File: src/design/cpa_pkg.sv
package cpa_pkg;

	localparam int PAGE_BYTES_DEF = 4096;
	localparam int MAX_PAGES_DEF = 1024;

	localparam int BASE_W = 52;
	localparam int POOL_W = 11;
	localparam int CFG_W = 52;

	localparam logic CFG_POOL_BASE_PAGE = 1'b0;
	localparam logic CFG_POOL_PAGES = 1'b1;

	typedef enum logic [2:0] {
		ST_OK = 3'd0,
		ST_NOT_READY = 3'd1,
		ST_ZERO_SIZE = 3'd2,
		ST_NO_SPACE = 3'd3,
		ST_BAD_ADDRESS = 3'd4,
		ST_NOT_START = 3'd5
	} cpa_status_t;

	typedef enum logic [2:0] {
		S_IDLE,
		S_CHECK,
		S_SCAN,
		S_APPLY,
		S_DONE
	} cpa_state_t;

endpackage

File: src/design/cpa_cell.sv
module cpa_cell #(
	parameter int MAX_PAGES = cpa_pkg::MAX_PAGES_DEF,
	parameter int IDX = 0,
	localparam int IW = $clog2(MAX_PAGES),
	localparam int CW = $clog2(MAX_PAGES + 1),
	localparam int HW = CW + 1
) (
	input  logic          clk,
	input  logic          arst_n,
	input  logic [CW-1:0] need,
	input  logic [CW-1:0] total,
	input  logic [IW-1:0] sel_idx,
	input  logic [HW-1:0] lo,
	input  logic [HW-1:0] hi,
	input  logic          mark_en,
	input  logic          mark_val,
	input  logic [CW-1:0] rl_val,
	input  logic          in_found,
	input  logic [IW-1:0] in_end,
	input  logic [CW-1:0] in_run,
	input  logic [CW-1:0] in_len,
	output logic          out_found,
	output logic [IW-1:0] out_end,
	output logic [CW-1:0] out_run,
	output logic [CW-1:0] out_len
);

	localparam logic [IW-1:0] ID = IW'(IDX);
	localparam logic [CW-1:0] IDC = CW'(IDX);
	localparam logic [HW-1:0] IDH = HW'(IDX);

	logic          used_q;
	logic [CW-1:0] rl_q;
	logic          free_here;
	logic [CW-1:0] run_inc;
	logic          hit;
	logic          in_range;

	assign free_here = !used_q && (IDC < total);
	assign run_inc = in_run + CW'(1);
	assign hit = !in_found && free_here && (run_inc == need);
	assign in_range = (IDH >= lo) && (IDH < hi);

	always_ff @(posedge clk or negedge arst_n) begin
		if (!arst_n) begin
			used_q <= 1'b0;
			rl_q <= '0;
		end else if (mark_en) begin
			if (in_range)
				used_q <= mark_val;
			if (lo[IW-1:0] == ID && lo[HW-1:IW] == '0)
				rl_q <= rl_val;
		end
	end

	always_ff @(posedge clk) begin
		out_found <= in_found | hit;
		out_end <= in_found ? in_end : ID;
		out_run <= (!in_found && free_here) ? run_inc : '0;
		out_len <= (sel_idx == ID) ? rl_q : in_len;
	end

endmodule

File: config.mk
export PLATFORM = sky130hd
export DESIGN_NAME = cpa_cell
export DESIGN_NICKNAME = d
export VERILOG_FILES = /design/src/design/cpa_pkg.sv /design/src/design/cpa_cell.sv
export SDC_FILE = /design/constraint.sdc
export NUM_CORES = 1
export LEC_CHECK = 0
export BUFFER_PORTS_ARGS = -buffer_cell sky130_fd_sc_hd__buf_2
export CORE_UTILIZATION = 36
export CTS_BUF_LIST = sky130_fd_sc_hd__clkbuf_16
export DETAILED_ROUTE_END_ITERATION = 8
export GPL_TIMING_DRIVEN = 0
export HOLD_SLACK_MARGIN = 0.06
export PLACE_DENSITY_LB_ADDON = 0.25
export SETUP_SLACK_MARGIN = 0.3
export SYNTH_ARGS = -nofsm -noshare
export SYNTH_HDL_FRONTEND = slang
export SYNTH_SLANG_ARGS = --single-unit
File: constraint.sdc
create_clock -name clk -period 1.63 [get_ports clk]
set_clock_uncertainty 0.05 [all_clocks]
set_input_delay 0.326 -clock clk [delete_from_list [all_inputs] [get_ports clk]]
set_output_delay 0.326 -clock clk [all_outputs]
set_load 0.05 [all_outputs]
==> results of run 1 <==
## power by group
| part | internal [mW] | leakage (nW) | switching [mW] |
|---|---|---|---|
| logic | 0.229 | 0.989 | 0.338 |
| registers | 1.15 | 0.444 | 0.00972 |
| clock network | 0.716 | 0.0775 | 0.388 |
## cell usage after synthesis, drive strengths merged (2+ instances only)
master / n
o21ai: 2
and3: 2
xnor3: 2
nor3: 5
dfxtp: 33
mux2: 23
nor2: 16
dfrtp: 12
mux2i: 2
nor4: 9
inv: 4
nand3: 6
o211ai: 2
or3: 2
xor2: 3
nand3b: 2
clkbuf: 3
a21oi: 3
nand4: 2
and2: 10
nand2: 6
buf: 2
xnor2: 12
## worst reg2reg max path, cell delays in order, from the launching register on
cell and delay, ps:
dfrtp_1 380, a311o_1 360, a2111oi_2 240, o311ai_1 180, o41ai_2 210
## metal layers
metal  share of wire (%)  vias to the layer above
li1                    -                      913
met1                  41                      836
met2                  52                       72
met3                 6.4                        4
met4                0.84                        0
met5                   0                        -
## logic make-up (layout without fill, tap and decap cells)
| kind of cell | after synthesis | in the layout | share of synthesized area (%) |
|---|---|---|---|
| muxes | 25 | 25 | 14.6 |
| adders and majority gates | 1 | 1 | 0.654 |
| buffers and inverters | 9 | 158 | 1.83 |
| xor gates and xnor gates | 17 | 17 | 9.23 |
| AOI/OAI and AO/OA | 14 | 14 | 5.63 |
| and+or+nand+nor | 63 | 63 | 17.8 |
| DFF | 45 | 45 | 50.3 |
## metrics by stage
step	TNS [ps]	setup WS, ps	utilization, %	power [mW]	area, sq um
detailed placement	-2130	-327	53.9	1.70	2750
global placement	-1750	-353	53.9	1.69	2750
CTS	0	96.2	60.5	2.86	3090
global route	-15.0	-15.0	61.3	2.96	3130
floorplan	0	48.9	-	1.48	1990
finish	0	95.1	61.3	2.83	3130
## repair_timing
item                       in CTS  in global routing
resized for setup              24                  9
hold endpoints to repair       12                  0
buffers inserted                4                  0
pin swaps                      14                  0
setup endpoints to repair      12                 15
hold buffers                    1                  0
gates cloned                    1                  0
## worst paths after layout
path / from / to / slack [ps] / depth (start not counted)
max in group asynchronous: arst_n / used_q / 890 / 2
worst max-delay path: in_run[0] / out_found / 100 / 7
worst min-delay path: in_end[0] / out_end[0] / 200 / 2
min in group asynchronous: arst_n / rl_q[6] / 420 / 2
worst max register to register: used_q / out_found / 130 / 4
worst min register to register: rl_q[7] / out_len[7] / 440 / 1
## area by class of cell
class | count | area, sq um
inverter | 4 | 15.0
sequential | 45 | 961
clock inverter | 3 | 41.3
multi-input combinational | 120 | 1100
buffer | 5 | 58.8
timing repair buffer | 141 | 747
fill | 462 | 1980
tap | 70 | 87.6
clock buffer | 5 | 125
## flip-flops by register name, indices dropped and copies added (netlist names)
name / count
out_run: 11
out_len: 11
used_q: 1
rl_q: 11
out_end: 10
out_found: 1
==> reports/qor.txt, run 1 <==
Global route overflow = 0
Vias in the first global route = 1738
CP Class = input pin to flip-flop
Max-slew violations = 0
First-pass GRT wire length = 7.78 mm
Syn Area/Cell = 11.0 sq um
DP HPWL = 3.94 mm
Clock tree root buffer cell = clkbuf_16
Number of synthesized flops with an enable pin = 0
All-Layer GR Usage = 18.5%
Yosys warns = 0
Final min period = 1530 ps
Chip Width = 74.9 um
PwrDens = 905 nW/um^2
Hold Worst Slack = 200 ps
Post-synthesis sequential area ratio = 50.3%
Fin. Hold Viols = 0
CTS Sinks = 45
Max-Slew Margin vs Limit = 77.8%
Area growth syn-to-layout = 63.8%
Routed vias = 1825
Final ANT Viol Nets = 0
WP buf/inv = 1
Worst slew pin tran = 328 ps
Initial core utilization = 37.4%
Cells after DPL = 379
Global Route met1 Usage = 20.9%
Max IR drop VDD = 0.485 mV
Top FF cell, synth = dfxtp_1
DRC violations left = 0
Fmax = 0.651 GHz
Drt first-iter violations = 44
Required @ worst endpoint = 1770 ps
RD Place Congestion = 0.748
#FFs+latches synth = 45
Antenna Diode Count = 0
Mapped cell area = 1910 sq um
Synth top area cells = dfxtp_1 35%, dfrtp_1 16%, mux2_2 14%
Largest net degree at the start of global routing = 15
GR Layer Usage met2 = 34.1%
Core area = 5110 sq um
Most frequent cells in the layout = 133 x buf_2, 33 x dfxtp_1, 23 x mux2_2
Wire length per cell = 12.8 um
Reg clk slew, reported paths = 60 ps
Yosys cell types = 38
Later-pin clock latency in the skew report = 280 ps
# rows = 26
Die ar. = 5610 sq um
Post-synth top area share = 34.6%
Synth area leader = dfxtp_1
Worst Hold Class = input pin to flip-flop
Nets = 427
Die Ht = 74.9 um
Initial antenna violation count = 0
I/O Pins = 137
TritonCTS buffer count = 5
Outcome = finished clean
Mapped Nets = 279
Startpoint Class = input pin
Routed vias/inst = 4.64
Finished Layout Cells = 393
Slowest-stage cell, CP = a2111oi_2
Layout cells sized above 1 = 61.3%
Critical path cell sequence = buf_2, ha_4, xnor2_1, o211ai_1, a2111oi_2, o311ai_1, o41ai_2
DR pass1 iterations = 3
RSZ-0062 raised after global routing = yes
Clock Path Buffers = 2
Post-synth ARST share = 26.7%
H-tree depth = 2
Final Setup Violations = 0
Crit path DAT = 1670 ps
Largest stage delay, worst path = 310 ps
IO buf count = 135
Global Route met3 Usage = 4.55%
Max_cap viols = 0
Leak = 1.51 nW
Post-Synthesis Cells = 174
Commonest non-fill, non-tap cell in the layout = buf_2
Final WL = 5.02 mm
Crit path capture type = flip-flop
TritonCTS clock tree = done
Grt peak-use layer = met2
Crit-path leading delay family = compound AO/OA/AOI/OAI gates
CP Max Fanout = 5
Post-route clock period utilization = 94.2%
No activity file was read; power rests on OpenSTA's default activity.
==> run 2: changes to the inputs <==
--- a/config.mk
+++ b/config.mk
@@ -6,7 +6,7 @@
 export NUM_CORES = 1
 export LEC_CHECK = 0
 export BUFFER_PORTS_ARGS = -buffer_cell sky130_fd_sc_hd__buf_2
-export CORE_UTILIZATION = 36
+export CORE_UTILIZATION = 40
 export CTS_BUF_LIST = sky130_fd_sc_hd__clkbuf_16
 export DETAILED_ROUTE_END_ITERATION = 8
 export GPL_TIMING_DRIVEN = 0
==> constraint.sdc (replaced) <==
create_clock -name clk -period 1.5 [get_ports clk]
set_clock_uncertainty 0.05 [all_clocks]
set_input_delay 0.3 -clock clk [delete_from_list [all_inputs] [get_ports clk]]
set_output_delay 0.3 -clock clk [all_outputs]
set_load 0.05 [all_outputs]
==> run 2 against run 1 <==
The flow now finishes with violations (design-rule violations, negative setup slack); via count is 3.9% higher; first-iteration DRC count is 110% higher; total power is 11% higher; combinational power is 18% higher; utilization is 15 points higher; die area is 9.7% lower; highest routed layer unchanged; sequential share of layout area is 2.4 points lower; critical endpoint unchanged; global-route usage is 5.2 points higher; clock power is 10% higher.
==> reports/qor.txt, run 2 (synthesized netlist as in run 1, its figures left out) <==
Area growth syn-to-layout = 77.8%
Antenna Diode Count = 0 (unchanged)
Chip Width = 71.1 um (-5.0%)
TritonCTS clock tree = done
Vias in the first global route = 1884 (+8.4%)
# rows = 24 (-7.7%)
Fin. Hold Viols = 0 (unchanged)
Outcome = finished with violations
Max layer used = met4
Startpoint Class = flip-flop
Final worst slack = -38.3 ps (-133 ps)
Fmax = 0.650 GHz
Max-slew violations = 0 (unchanged)
Failing checks = design-rule violations, negative setup slack
CP Class = flip-flop to flip-flop
TritonCTS buffer count = 5 (unchanged)
H-tree depth = 2 (unchanged)
All-Layer GR Usage = 23.7% (+5.2 points)
Layout cells sized above 1 = 62.5% (+1.2 points)
Setup_tns = -38.3 ps (-38.3 ps)
Largest net degree at the start of global routing = 15 (unchanged)
Post-route clock period utilization = 103%
IO buf count = 135 (unchanged)
Worst Hold Class = input pin to flip-flop
Total Power = 3.14 mW (+11%)
Met2 WL = 3.27 mm (+26%)
Drt first-iter violations = 91 (+110%)
CP Max Fanout = 2 (-3)
Routed vias = 1896 (+3.9%)
Nets = 429 (+0.47%)
Routed vias/inst = 5.03 (+8.3%)
Die ar. = 5060 sq um (-9.7%)
Global route overflow = 0 (unchanged)
Final min period = 1540 ps
Wire length per cell = 16.4 um (+28%)
Worst slew pin tran = 426 ps (+98.2 ps)
Final Setup Violations = 1 (+1)
PwrDens = 925 nW/um^2 (+2.2%)
Crit path DAT = 1670 ps (about the same)
Required @ worst endpoint = 1630 ps (-140 ps)
Later-pin clock latency in the skew report = 280 ps (about the same)
Worst hold stages = 2 (unchanged)
Final ANT Viol Nets = 0 (unchanged)
Most frequent cells in the layout = 99 x buf_2, 33 x dfxtp_1, 24 x clkbuf_4
Top flop regs = out_len: 11 flops, out_run: 11 flops, rl_q: 11 flops
First-pass GRT wire length = 9.20 mm (+18%)
DR pass1 iterations = 6 (+3)
Clock Path Buffers = 2 (unchanged)
Reg clk slew, reported paths = 70 ps (about the same)
DP HPWL = 3.97 mm (+0.73%)
Place WS = -542 ps (-216 ps)
I/O Pins = 137 (unchanged)
R2R depth = 4 (unchanged)
Crit path capture type = flip-flop
WL met1 = 2.46 mm (+20%)
RSZ-0062 raised after global routing = yes
Leak = 1.67 nW (+11%)
Commonest non-fill, non-tap cell in the layout = buf_2
RD Place Congestion = 0.758 (+1.3%)
Max-Slew Margin vs Limit = 71.3% (-6.5 points)
Max_cap viols = 0 (unchanged)
Die Ht = 71.1 um (-5.0%)
Final WL = 6.17 mm (+23%)
Max IR drop VDD = 0.518 mV (+6.8%)
Clock tree root buffer cell = clkbuf_16
Core area = 4470 sq um (-12%)
Initial core utilization = 42.7% (+5.3 points)
WL met3 = 306 um (-5.3%)
DRC violations left = 11 (+11)
Initial antenna violation count = 0 (unchanged)
CTS Sinks = 45 (unchanged)
run 2: worst paths after layout:
check,slack [ps],start,end
max,-40,used_q,out_found
min,180,in_end[6],out_end[6]
max reg2reg,-40,used_q,out_found
min reg2reg,460,rl_q[10],out_len[10]
max in group asynchronous,780,arst_n,used_q
min in group asynchronous,390,arst_n,rl_q[2]
run 2: layout make-up:
class,count,area (sq um)
multi-input combinational,120,1210
fill,301,1070
sequential,45,961
timing repair buffer,143,908
clock buffer,5,125
buffer,5,73.8
tap,52,65.1
clock inverter,3,42.5
inverter,4,15.0
run 2: timing repair:
action	4_1_cts	5_1_grt
setup buffers	4	0
pin swaps	8	2
hold endpoints to repair	12	0
hold buffers	1	0
cloned	3	0
gates resized for setup	49	47
setup endpoints to repair	35	56
run 2: routing by layer:
metal / GRT usage (%) / vias up
met5: 0 / -
met1: 27.5 / 889
met3: 4.99 / 8
met4: 6.44 / 0
met2: 44.0 / 77
li1: - / 922
run 2: where the power goes:
group,total [mW],switching [mW],leakage [nW],internal (mW)
Combinational,0.673,0.383,1.14,0.289
Clock,1.21,0.425,0.0852,0.782
Sequential,1.26,0.0132,0.444,1.25
run 2: stage by stage:
| step | std cells | utilization (%) | area, sq um | hold WS [ps] |
|---|---|---|---|---|
| 2_1_floorplan | 174 | - | 2030 | -45.6 |
| 3_3_place_gp | 361 | 61.9 | 2770 | 146 |
| 3_5_place_dp | 361 | 61.9 | 2770 | 146 |
| 4_1_cts | 377 | 72.7 | 3250 | 168 |
| 5_1_grt | 377 | 76.0 | 3400 | 171 |
| 6_report | 377 | 76.0 | 3400 | 176 |
run 2: worst max-delay path, cell delays in order, from the launching register on:
cell,delay (ps)
dfrtp_1,400
a311o_1,340
a2111oi_2,260
o311ai_1,180
o41ai_2,220
